[config.mk]
export PLATFORM = sky130hd
export DESIGN_NAME = pcm_dac_port_with_sample_timer
export DESIGN_NICKNAME = d
export VERILOG_FILES = /design/src/hw/rtl/pdac_pkg.sv /design/src/hw/rtl/pdac_divider.sv /design/src/hw/rtl/pcm_dac_port_with_sample_timer.sv
export SDC_FILE = /design/constraint.sdc
export NUM_CORES = 1
export LEC_CHECK = 0
export ABC_AREA = 1
export BUFFER_PORTS_ARGS = -buffer_cell sky130_fd_sc_hd__buf_2
export CORE_MARGIN = 2
export CORE_UTILIZATION = 45
export DETAILED_ROUTE_END_ITERATION = 10
export GPL_TIMING_DRIVEN = 0
export HOLD_SLACK_MARGIN = 0.12
export PLACE_DENSITY = 0.76
export SYNTH_ARGS = -nofsm -noshare
export SYNTH_HDL_FRONTEND = slang
export SYNTH_SLANG_ARGS = --single-unit
[constraint.sdc]
create_clock -name aclk -period 4.5 [get_ports aclk]
set_clock_uncertainty 0.1 [all_clocks]
set_input_delay 0.675 -clock aclk [delete_from_list [all_inputs] [get_ports aclk]]
set_output_delay 0.675 -clock aclk [all_outputs]
set_load 0.005 [all_outputs]
[src/hw/rtl/pdac_pkg.sv]
// Shared types and constants for the PCM DAC port with sample timer.
package pdac_pkg;

    localparam int unsigned DATA_W  = 32;
    localparam int unsigned PADDR_W = 3;

    localparam logic [DATA_W-1:0] TIMER_RATE_HZ  = 32'd15750;
    localparam logic [DATA_W-1:0] CLOCK_RESET_HZ = 32'd21477270;

    // Request codes of the input beat.
    localparam logic [1:0] REQ_TICK  = 2'd0;
    localparam logic [1:0] REQ_READ  = 2'd1;
    localparam logic [1:0] REQ_WRITE = 2'd2;

    // Port numbers.
    localparam logic PORT_SAMPLE = 1'b0;
    localparam logic PORT_STATUS = 1'b1;

    // Register index on the configuration port.
    localparam logic REG_CLOCK = 1'b0;

    localparam logic [7:0] STATUS_MASK   = 8'h1f;
    localparam logic [7:0] SAMPLE_MSB    = 8'h80;
    localparam logic [4:0] STAT_AUTO_BIT = 5'h02;
    localparam logic [4:0] STAT_ENA_BIT  = 5'h01;
    localparam logic [7:0] ENABLE_PAIR   = 8'h03;

    // Result of the remainder unit, handed to the top level.
    typedef struct packed {
        logic              done;
        logic [1:0]        quot_lo;
        logic [DATA_W-1:0] remainder;
    } div_result_t;

endpackage

[src/hw/rtl/pdac_divider.sv]
// Restoring divider giving the remainder and the low two quotient bits.
module pdac_divider (
    input  logic                            aclk,
    input  logic                            aresetn,
    input  logic                            start,
    input  logic [pdac_pkg::DATA_W-1:0]     dividend,
    input  logic [pdac_pkg::DATA_W-1:0]     divisor,
    output pdac_pkg::div_result_t           result
);

    localparam int unsigned CNT_W = $clog2(pdac_pkg::DATA_W);

    logic [pdac_pkg::DATA_W-1:0] rem_reg, rem_next;
    logic [pdac_pkg::DATA_W-1:0] dvd_reg, dvd_next;
    logic [pdac_pkg::DATA_W-1:0] divisor_reg;
    logic [1:0]                  q_reg, q_next;
    logic [CNT_W-1:0]            cnt_reg, cnt_next;
    logic                        run_reg, run_next;
    logic                        done_reg, done_next;
    logic [pdac_pkg::DATA_W:0]   trial;
    logic                        ge;

    // One quotient bit a cycle: bring down the next dividend bit and try the subtract.
    always_comb begin
        trial     = {rem_reg, dvd_reg[pdac_pkg::DATA_W-1]};
        ge        = trial >= {1'b0, divisor_reg};
        rem_next  = rem_reg;
        dvd_next  = dvd_reg;
        q_next    = q_reg;
        cnt_next  = cnt_reg;
        run_next  = run_reg;
        done_next = 1'b0;
        if (start) begin
            rem_next = '0;
            dvd_next = dividend;
            q_next   = '0;
            cnt_next = '0;
            run_next = 1'b1;
        end else if (run_reg) begin
            rem_next = ge ? trial[pdac_pkg::DATA_W-1:0] - divisor_reg
                          : trial[pdac_pkg::DATA_W-1:0];
            dvd_next = {dvd_reg[pdac_pkg::DATA_W-2:0], 1'b0};
            q_next   = {q_reg[0], ge};
            cnt_next = cnt_reg + 1'b1;
            if (cnt_reg == CNT_W'(pdac_pkg::DATA_W - 1)) begin
                run_next  = 1'b0;
                done_next = 1'b1;
            end
        end
    end

    always_ff @(posedge aclk) begin
        if (!aresetn) begin
            run_reg  <= 1'b0;
            done_reg <= 1'b0;
            cnt_reg  <= '0;
        end else begin
            run_reg  <= run_next;
            done_reg <= done_next;
            cnt_reg  <= cnt_next;
        end
    end

    always_ff @(posedge aclk) begin
        rem_reg <= rem_next;
        dvd_reg <= dvd_next;
        q_reg   <= q_next;
        if (start) begin
            divisor_reg <= divisor;
        end
    end

    assign result.done      = done_reg;
    assign result.quot_lo   = q_reg;
    assign result.remainder = rem_reg;

    a_rem_below_divisor: assert property (@(posedge aclk) disable iff (!aresetn)
        run_reg && !start && divisor_reg != '0 |-> rem_reg < divisor_reg)
        else $error("partial remainder reached the divisor");

    a_done_ends_run: assert property (@(posedge aclk) disable iff (!aresetn)
        done_reg |-> !run_reg)
        else $error("done raised while the divider still runs");

    a_no_double_done: assert property (@(posedge aclk) disable iff (!aresetn)
        done_reg |=> !done_reg)
        else $error("done held for more than one cycle");

endmodule

[src/hw/rtl/pcm_dac_port_with_sample_timer.sv]
// Top level of the PCM DAC port pair with its 15750 Hz sample timer.
//
// Input beats (s_valid/s_ready) carry a request: a system clock tick, a port
// read or a port write. Every input beat yields exactly one result beat
// (m_valid/m_ready) with the read byte and, when a sample goes to the DAC,
// dac_valid and dac_value.
// The block takes one beat per cycle unless busy or stalled. A result appears
// in the cycle after its input beat is taken; the output register is refilled
// in the same cycle it is emptied; while a result waits, s_ready is m_ready unless busy.
// When the receiver stalls, the result holds and no further beat is taken.
// Writing system_clock_hz over the APB port starts a restoring division
// (start_reg starts it, and busy ends when the divider reports done) that
// reduces the phase and the timer step by the new frequency; s_ready stays
// low while busy_reg is set.
// A tick then needs only one add, one compare and one subtract on the phase.
// Reset clears the sample, status, counter and phase, sets the frequency to
// 21477270 Hz and empties the output register.
module pcm_dac_port_with_sample_timer (
    input  logic                             aclk,
    input  logic                             aresetn,
    input  logic                             psel,
    input  logic                             penable,
    input  logic                             pwrite,
    input  logic [pdac_pkg::PADDR_W-1:0]     paddr,
    input  logic [pdac_pkg::DATA_W-1:0]      pwdata,
    output logic [pdac_pkg::DATA_W-1:0]      prdata,
    output logic                             pready,
    input  logic                             s_valid,
    output logic                             s_ready,
    input  logic [1:0]                       s_req_type,
    input  logic                             s_port_select,
    input  logic [7:0]                       s_write_data,
    output logic                             m_valid,
    input  logic                             m_ready,
    output logic [7:0]                       m_read_data,
    output logic                             m_dac_valid,
    output logic [7:0]                       m_dac_value
);

    logic [pdac_pkg::DATA_W-1:0] clock_reg;
    logic [pdac_pkg::DATA_W-1:0] phase_reg, phase_next;
    logic [pdac_pkg::DATA_W-1:0] norm_reg, norm_next;
    logic [pdac_pkg::DATA_W-1:0] step_rem_reg;
    logic [1:0]                  step_q_reg;
    logic [1:0]                  pend_reg, pend_next;
    logic [1:0]                  counter_reg, counter_next;
    logic [7:0]                  sample_reg, sample_next;
    logic [4:0]                  status_reg, status_next;
    logic                        busy_reg;
    logic                        start_reg;
    logic                        m_valid_reg;
    logic [7:0]                  read_data_reg, read_data_next;
    logic                        dac_valid_reg, dac_valid_next;
    logic [7:0]                  dac_value_reg, dac_value_next;

    logic                        cfg_write;
    logic                        accept;
    logic [pdac_pkg::DATA_W:0]   sum;
    logic                        wrap;
    pdac_pkg::div_result_t       phase_div;
    pdac_pkg::div_result_t       step_div;

    assign pready    = 1'b1;
    assign cfg_write = psel && penable && pwrite && pready;
    assign prdata    = (paddr[2] == pdac_pkg::REG_CLOCK) ? clock_reg : '0;

    assign s_ready = !busy_reg && (!m_valid_reg || m_ready);
    assign accept  = s_valid && s_ready;

    // The phase is kept as the raw value and as its remainder by the clock;
    // the 15750 step is likewise split into its low two quotient bits and a remainder.
    pdac_divider u_phase_div (
        .aclk     (aclk),
        .aresetn  (aresetn),
        .start    (start_reg),
        .dividend (phase_reg),
        .divisor  (clock_reg),
        .result   (phase_div)
    );

    pdac_divider u_step_div (
        .aclk     (aclk),
        .aresetn  (aresetn),
        .start    (start_reg),
        .dividend (pdac_pkg::TIMER_RATE_HZ),
        .divisor  (clock_reg),
        .result   (step_div)
    );

    always_comb begin
        sum            = {1'b0, norm_reg} + {1'b0, step_rem_reg};
        wrap           = sum >= {1'b0, clock_reg};
        phase_next     = phase_reg;
        norm_next      = norm_reg;
        pend_next      = pend_reg;
        counter_next   = counter_reg;
        sample_next    = sample_reg;
        status_next    = status_reg;
        read_data_next = '0;
        dac_valid_next = 1'b0;
        dac_value_next = '0;
        case (s_req_type)
            pdac_pkg::REQ_TICK: begin
                if (clock_reg == '0) begin
                    phase_next = '0;
                    norm_next  = '0;
                end else begin
                    norm_next    = wrap ? sum[pdac_pkg::DATA_W-1:0] - clock_reg
                                        : sum[pdac_pkg::DATA_W-1:0];
                    phase_next   = norm_next;
                    counter_next = counter_reg + step_q_reg + pend_reg + {1'b0, wrap};
                end
                pend_next = '0;
            end
            pdac_pkg::REQ_READ: begin
                if (s_port_select == pdac_pkg::PORT_SAMPLE) begin
                    read_data_next = {6'b0, counter_reg};
                end else begin
                    read_data_next = (~sample_reg & pdac_pkg::SAMPLE_MSB) | {3'b0, status_reg};
                end
            end
            pdac_pkg::REQ_WRITE: begin
                if (s_port_select == pdac_pkg::PORT_SAMPLE) begin
                    counter_next = '0;
                    sample_next  = s_write_data;
                    if ((status_reg & pdac_pkg::STAT_AUTO_BIT) != '0) begin
                        dac_valid_next = 1'b1;
                        dac_value_next = s_write_data;
                    end
                end else begin
                    if ((s_write_data & pdac_pkg::ENABLE_PAIR) == pdac_pkg::ENABLE_PAIR
                        && (status_reg & pdac_pkg::STAT_ENA_BIT) == '0) begin
                        dac_valid_next = 1'b1;
                        dac_value_next = sample_reg;
                    end
                    status_next = 5'(s_write_data & pdac_pkg::STATUS_MASK);
                end
            end
            default: begin
            end
        endcase
    end

    always_ff @(posedge aclk) begin
        if (!aresetn) begin
            clock_reg    <= pdac_pkg::CLOCK_RESET_HZ;
            phase_reg    <= '0;
            norm_reg     <= '0;
            step_rem_reg <= pdac_pkg::TIMER_RATE_HZ;
            step_q_reg   <= '0;
            pend_reg     <= '0;
            counter_reg  <= '0;
            sample_reg   <= '0;
            status_reg   <= '0;
            busy_reg     <= 1'b0;
            start_reg    <= 1'b0;
            m_valid_reg  <= 1'b0;
        end else begin
            start_reg <= cfg_write && paddr[2] == pdac_pkg::REG_CLOCK;
            if (cfg_write && paddr[2] == pdac_pkg::REG_CLOCK) begin
                clock_reg <= pwdata;
                busy_reg  <= 1'b1;
            end else if (phase_div.done) begin
                busy_reg <= 1'b0;
                if (clock_reg != '0) begin
                    norm_reg     <= phase_div.remainder;
                    pend_reg     <= phase_div.quot_lo;
                    step_rem_reg <= step_div.remainder;
                    step_q_reg   <= step_div.quot_lo;
                end else begin
                    pend_reg <= '0;
                end
            end
            if (accept) begin
                phase_reg   <= phase_next;
                norm_reg    <= norm_next;
                pend_reg    <= pend_next;
                counter_reg <= counter_next;
                sample_reg  <= sample_next;
                status_reg  <= status_next;
                m_valid_reg <= 1'b1;
            end else if (m_ready) begin
                m_valid_reg <= 1'b0;
            end
        end
    end

    always_ff @(posedge aclk) begin
        if (accept) begin
            read_data_reg <= read_data_next;
            dac_valid_reg <= dac_valid_next;
            dac_value_reg <= dac_value_next;
        end
    end

    assign m_valid     = m_valid_reg;
    assign m_read_data = read_data_reg;
    assign m_dac_valid = dac_valid_reg;
    assign m_dac_value = dac_value_reg;

    a_busy_blocks_input: assert property (@(posedge aclk) disable iff (!aresetn)
        busy_reg |-> !s_ready)
        else $error("input beat taken while the phase is being reduced");

    a_clock_write_sets_busy: assert property (@(posedge aclk) disable iff (!aresetn)
        cfg_write && paddr[2] == pdac_pkg::REG_CLOCK |=> busy_reg)
        else $error("clock write did not start the reduction");

    a_phase_reduced: assert property (@(posedge aclk) disable iff (!aresetn)
        !busy_reg && clock_reg != '0 |-> norm_reg < clock_reg && step_rem_reg < clock_reg)
        else $error("reduced phase or step not below the clock frequency");

    a_dac_value_idle_zero: assert property (@(posedge aclk) disable iff (!aresetn)
        m_valid_reg && !m_dac_valid |-> m_dac_value == '0)
        else $error("DAC value present without a DAC beat");

endmodule
Yosys cells after proc, flatten, opt, wreduce, memory -nomap -nowiden
Index checks and enable logic that the tools add are counted. Widths: inputs -> output; s select.

Add/subtract/negate cells: 9. Magnitude comparators: 3. Eq/ne operators: 9. Multiplexer cells: 38. Bitwise operators: 7. Reductions and logical operators: 29.

Operator list (number): $mux 32 (12); $ge 33x32->1 (3); $sub 32x32->32 (3); $add 32x32->33 (1); $logic_not 32->1 (1); $reduce_bool 32->1 (1); $mux 8 (3); $mux 2 (8); $mux 1 (14); $reduce_and 3->1 (4); $reduce_bool 2->1 (6); $add 5x1->5 const B (2); $eq 5x5->1 const B (2); $not 8->8 (1); $or 8x5->8 (1); $reduce_and 4->1 (2); $logic_and 1x1->1 (6); $ne 2x2->1 const B (3); $logic_not 5->1 (1); $not 1->1 (5); $add 2x2->2 (2); $eq 2x2->1 const B (2); $pmux 2 s2 (1); $reduce_and 2->1 (2); 8 further kinds (9).

Register bits: 343. Input bits: 53. Logic and storage cells: 123.

Depth between registers and ports, before layout
Depth after elaboration: 6. Mapped depth: 32. Mapped depth without buffers: 32.

Modules after synthesis
Synthesis repeated with hierarchy kept, for this count alone.

Cells, all modules: 4026. Area total of the unflattened synthesis: 25941.1 sq um.

Modules (own cells, without submodules): pcm_dac_port_with_sample_timer (instances 1, cells an instance 2045, area an instance 12275.5 sq um); pdac_divider (u_phase_div) (instances 1, cells an instance 1000, area an instance 6870.3 sq um); pdac_divider (u_step_div) (instances 1, cells an instance 981, area an instance 6795.3 sq um).

Least setup slack after synthesis
OpenSTA, ideal clock, no wires.

Kind: register -> register. From: register norm_reg[0] (netlist name). To: register counter_reg[1]. Library setup time: 0.070 ns. Data arrival time: 4.103 ns. Required time: 4.330 ns. Path slack: 0.227 ns. Cell stages (with the launch flop): 31. Buffers on the path: 0. Clock period less this slack: 4.273 ns. Cells stage by stage: dfxtp_1 -> ha_1 -> inv_1 -> fa_1 -> inv_1 -> nand3_1 -> nand2_2 -> nand2_2 -> nand2_2 -> nand2_1 -> nand2_1 -> nand2_1 -> nand2_1 -> nand2_1 -> nand2_1 -> inv_1 -> ha_1 -> a21oi_1 -> nand2_1 -> a21oi_1 -> nand2_2 -> inv_1 -> nand3_1 -> nor2_2 -> fa_1 -> inv_1 -> ha_1 -> xnor2_1 -> xor2_1 -> nand3_1 -> a21oi_1.

Word-level cells in the longest chain between the ends: 5.

RTL lines: start, declared (RTL line pcm_dac_port_with_sample_timer.sv:42) `logic [pdac_pkg::DATA_W-1:0] norm_reg, norm_next;`; start signal, assigned (RTL line pcm_dac_port_with_sample_timer.sv:166) `norm_reg <= phase_div.remainder;`; start signal, assigned (RTL line pcm_dac_port_with_sample_timer.sv:176) `norm_reg <= norm_next;`; $add 32x32->33 (RTL line pcm_dac_port_with_sample_timer.sv:91) `sum = {1'b0, norm_reg} + {1'b0, step_rem_reg};`; $ge 33x32->1 (RTL line pcm_dac_port_with_sample_timer.sv:92) `wrap = sum >= {1'b0, clock_reg};`; $add 2x1->2 (RTL line pcm_dac_port_with_sample_timer.sv:111) `counter_next = counter_reg + step_q_reg + pend_reg + {1'b0, wrap};`; $mux 2 (RTL line pcm_dac_port_with_sample_timer.sv:104) `if (clock_reg == '0) begin`; $pmux 2 s2 (RTL line pcm_dac_port_with_sample_timer.sv:102) `case (s_req_type)`; end signal, assigned (RTL line pcm_dac_port_with_sample_timer.sv:178) `counter_reg <= counter_next;`; end, declared (RTL line pcm_dac_port_with_sample_timer.sv:46) `logic [1:0] counter_reg, counter_next;`.

Every way passes these cells. The select of a mux whose other input is x is not followed. A chain may end at the register's enable or synchronous reset.

Final worst setup path
From: register step_rem_reg[0] (netlist name). To: register counter_reg[1].

Word-level cells in the longest chain between the ends: 5.

RTL lines: start, declared (RTL line pcm_dac_port_with_sample_timer.sv:43) `logic [pdac_pkg::DATA_W-1:0] step_rem_reg;`; start signal, assigned (RTL line pcm_dac_port_with_sample_timer.sv:149) `step_rem_reg <= pdac_pkg::TIMER_RATE_HZ;`; start signal, assigned (RTL line pcm_dac_port_with_sample_timer.sv:168) `step_rem_reg <= step_div.remainder;`; $add 32x32->33 (RTL line pcm_dac_port_with_sample_timer.sv:91); $ge 33x32->1 (RTL line pcm_dac_port_with_sample_timer.sv:92); $add 2x1->2 (RTL line pcm_dac_port_with_sample_timer.sv:111); $mux 2 (RTL line pcm_dac_port_with_sample_timer.sv:104); $pmux 2 s2 (RTL line pcm_dac_port_with_sample_timer.sv:102).

Every way passes these cells. The select of a mux whose other input is x is not followed.

==> key figures <==
Floorplanning
  – Starting Density: 45.67%
  – Core area: 51,410 um^2
  – Die width: 232.4 um
  – Cell Rows: 83
  – Die Y: 232.4 um
  – Full die area: 54,010 um^2
  – IO Count: 105

Power
  – Lkg Pwr: 13.47 nW
  – Clk pwr share: 29.1%
  – Power Dens Cells: 400.3 nW/um^2
  – Sequential Power Share: 34.7%
  – Internal power: 0.006646 W
  – Sw Ratio: 39.81%
  – Max VDD drop: 0.0002437 V
  – Comb power frac: 36.2%
  – P_sw: 0.004395 W

Logic synthesis
  – Fraction of the yosys area taken by sequential cells: 32.45%
  – YS warnings: 0
  – Post-synth cell types: 51
  – Mapped Cells: 3,618
  – Post-Syn Area: 23,480 um^2
  – Yosys top cell area share: 22.34%
  – Flops & latches, synth: 341
  – Mean post-synth cell area: 6.488 um^2
  – Synth top area cells: dfxtp_1, nand2_1, edfxtp_1
  – Leading area contributor after synthesis: dfxtp_1

Setup path
  – CP peak stage delay: 450 ps
  – R2r worst-path depth: 31
  – Crit-path slowest cell: fa_1
  – WP data required: 4920 ps
  – Crit end category: flop
  – FF-to-FF Start: step_rem_reg[0]$_SDFFE_PN0P_
  – Worst EP arrival: 4990 ps
  – Critical Path Most Common Cell: nand2_4
  – CP Class: flop to flop
  – Crit path from: step_rem_reg[0]$_SDFFE_PN0P_
  – Crit-path max FO: 4
  – Crit path launch type: flop

Global route
  – Remaining global-route overflow: 0
  – First-pass GRT wire length: 127,900 um
  – Largest net degree at the start of global routing: 38
  – Aggregate global-route resource usage: 30.95%
  – Vias in the first global route: 22,670
  – Initial antenna violation count: 1

Route
  – Pre-antenna DRT Iters: 7
  – WL final: 85,090 um
  – DR vias/cell: 5.498
  – Wire per inst: 18.92 um
  – Vias: 24,730
  – Post-route ant nets: 0
  – Remaining DRCs: 0
  – Drt first-iter violations: 2,529

Final layout
  – Area grow syn2layout: 17.48%
  – Multi-input logic area: 14,460 um^2
  – Final #Nets: 3,981
  – Share of cells above drive strength 1: 13.86%
  – Antenna cells: 0
  – Register area: 7640 um^2
  – Commonest non-fill, non-tap cell in the layout: nand2_1
  – Commonest non-fill, non-tap cells in the layout: nand2_1, inv_1, nor2_1
  – # fillers: 4,972
  – Util after Layout: 53.65%

STA
  – Fmax: 0.2188 GHz
  – Crit share post-route: 101.6%
  – Final setup fails: 1
  – Final Critical Period: 4570 ps
  – Fin Hold WS: 196.3 ps
  – PnR worst setup slack: -69.91 ps
  – Final hold violation count: 0
  – RSZ-0062 raised after global routing: true
  – Slew HR: 39.28%
  – Worst slew pin tran: 910.8 ps
  – Max-slew violation count: 0

Place
  – Placer Congestion: 1.073
  – Port Buffers: 97
  – HPWL Detailed: 67,290 um

Clocking
  – CTS Sinks: 341
  – Worst-path clk slew: 60 ps
  – Clock Tree Buf Depth: 3
  – Clock latency on the worst-skew pair: 590 ps
  – Root Driver: clkbuf_16
  – CTS tree: done
  – TritonCTS buffer count: 39
  – CTS H-tree lvls: 2

Worst hold path
  – Worst min-delay path startpoint: pwdata[16]
  – Hold path cells: 3
  – Hold Crit Class: input pin to flop

Outcome
  – Outcome: finished, violations left
  – Violated checks: setup timing

Flow run
  – # Max-Cap Violations: 0
==> final cells by class <==
type | count | area share (%)
timing repair buffer | 130 | 2.749
buffer | 124 | 2.101
clock buffer | 54 | 3.893
inverter | 541 | 7.381
tap | 680 | 3.085
sequential | 341 | 27.70
clock inverter | 15 | 0.6488
multi-input combinational | 2613 | 52.44
==> final timing paths <==
check | end | slack (ps)
min | clock_reg[16]$_SDFFE_PN1P_ | 200
max | counter_reg[1]$_SDFFE_PN0P_ | -70
min reg2reg | u_phase_div.divisor_reg[7]$_DFFE_PP_ | 360
max reg2reg | counter_reg[1]$_SDFFE_PN0P_ | -70
==> power groups by stage <==
stage / logic (W) / clock network [W] / registers [W]
final: 0.00400 / 0.00321 / 0.00383
after global routing: 0.00441 / 0.00333 / 0.00386
after CTS: 0.00383 / 0.00322 / 0.00380
after detailed placement: 0.00372 / 0 / 0.00386
after global placement: 0.00369 / 0 / 0.00386
after floorplan: 0.00276 / 0 / 0.00374
==> cells in the mapped netlist, drive strengths merged <==
cell type     n
nand2b        1
o22ai         1
o21a          5
and2          2
nand3b       22
a21boi        6
a21oi       298
nor4         10
clkbuf       76
a22oi         2
ha          133
nand3       227
xor2         32
nand4        63
fa            5
or2           1
inv         539
nor3         27
buf          48
conb          2
o21ai       184
xnor2        40
a31oi         7
a211oi        3
o21bai       11
nor2        360
a311oi        1
dfxtp       262
o221ai        1
and3          3
clkinv        2
a21o         17
edfxtp       79
nand2      1121
o211ai       27
==> layer usage <==
metal	up-vias	share of wire, %	routed length, um	global-route usage (%)
li1	11920	-	-	-
met1	11340	40	34430	40.16
met5	-	0	0	0
met3	262	9.2	7868	4.473
met4	0	7.8	6639	20.87
met2	1217	42	36150	47.69
==> cells by family (layout without fill, tap and decap cells) <==
family	after synthesis	count (layout)	synth area share, %
other	2	3	0.03199
AOI/OAI and AO/OA	563	563	13.31
DFF	341	341	32.45
adders and majority gates	138	138	7.515
xor gates and xnor gates	72	72	2.686
buffers and inverters	665	864	11.11
and+or+nand+nor	1837	1837	32.90
==> metrics by stage <==
step | setup TNS (ps) | setup slack (ps) | power (W) | cell area [um^2] | std cells
6_report | -69.91 | -69.91 | 0.01104 | 27580 | 4498
5_1_grt | -229.3 | -229.3 | 0.01160 | 27580 | 4498
4_1_cts | -65.47 | -65.47 | 0.01085 | 26820 | 4487
3_5_place_dp | -17360 | -1222 | 0.007583 | 24840 | 4397
3_3_place_gp | -15180 | -1159 | 0.007549 | 24820 | 4396
2_1_floorplan | 0 | 226.6 | 0.006506 | 23480 | 3619
==> worst max-delay path, delay by kind of cell, from the launching register on <==
family          cells  cell delay (ps)
compound gates      3              520
buf+inv             5              330
fa+ha+maj           5             1390
xor+xnor            2              300
simple gates       16             1500
flops               1              360
==> timing repair <==
item,in CTS,in global routing
gates resized for setup,119,158
cloned,0,0
endpoints found under the setup margin,66,24
pin swaps,40,48
buffers inserted,21,11
hold buffers,0,0
No activity file was read; power rests on OpenSTA's default activity.
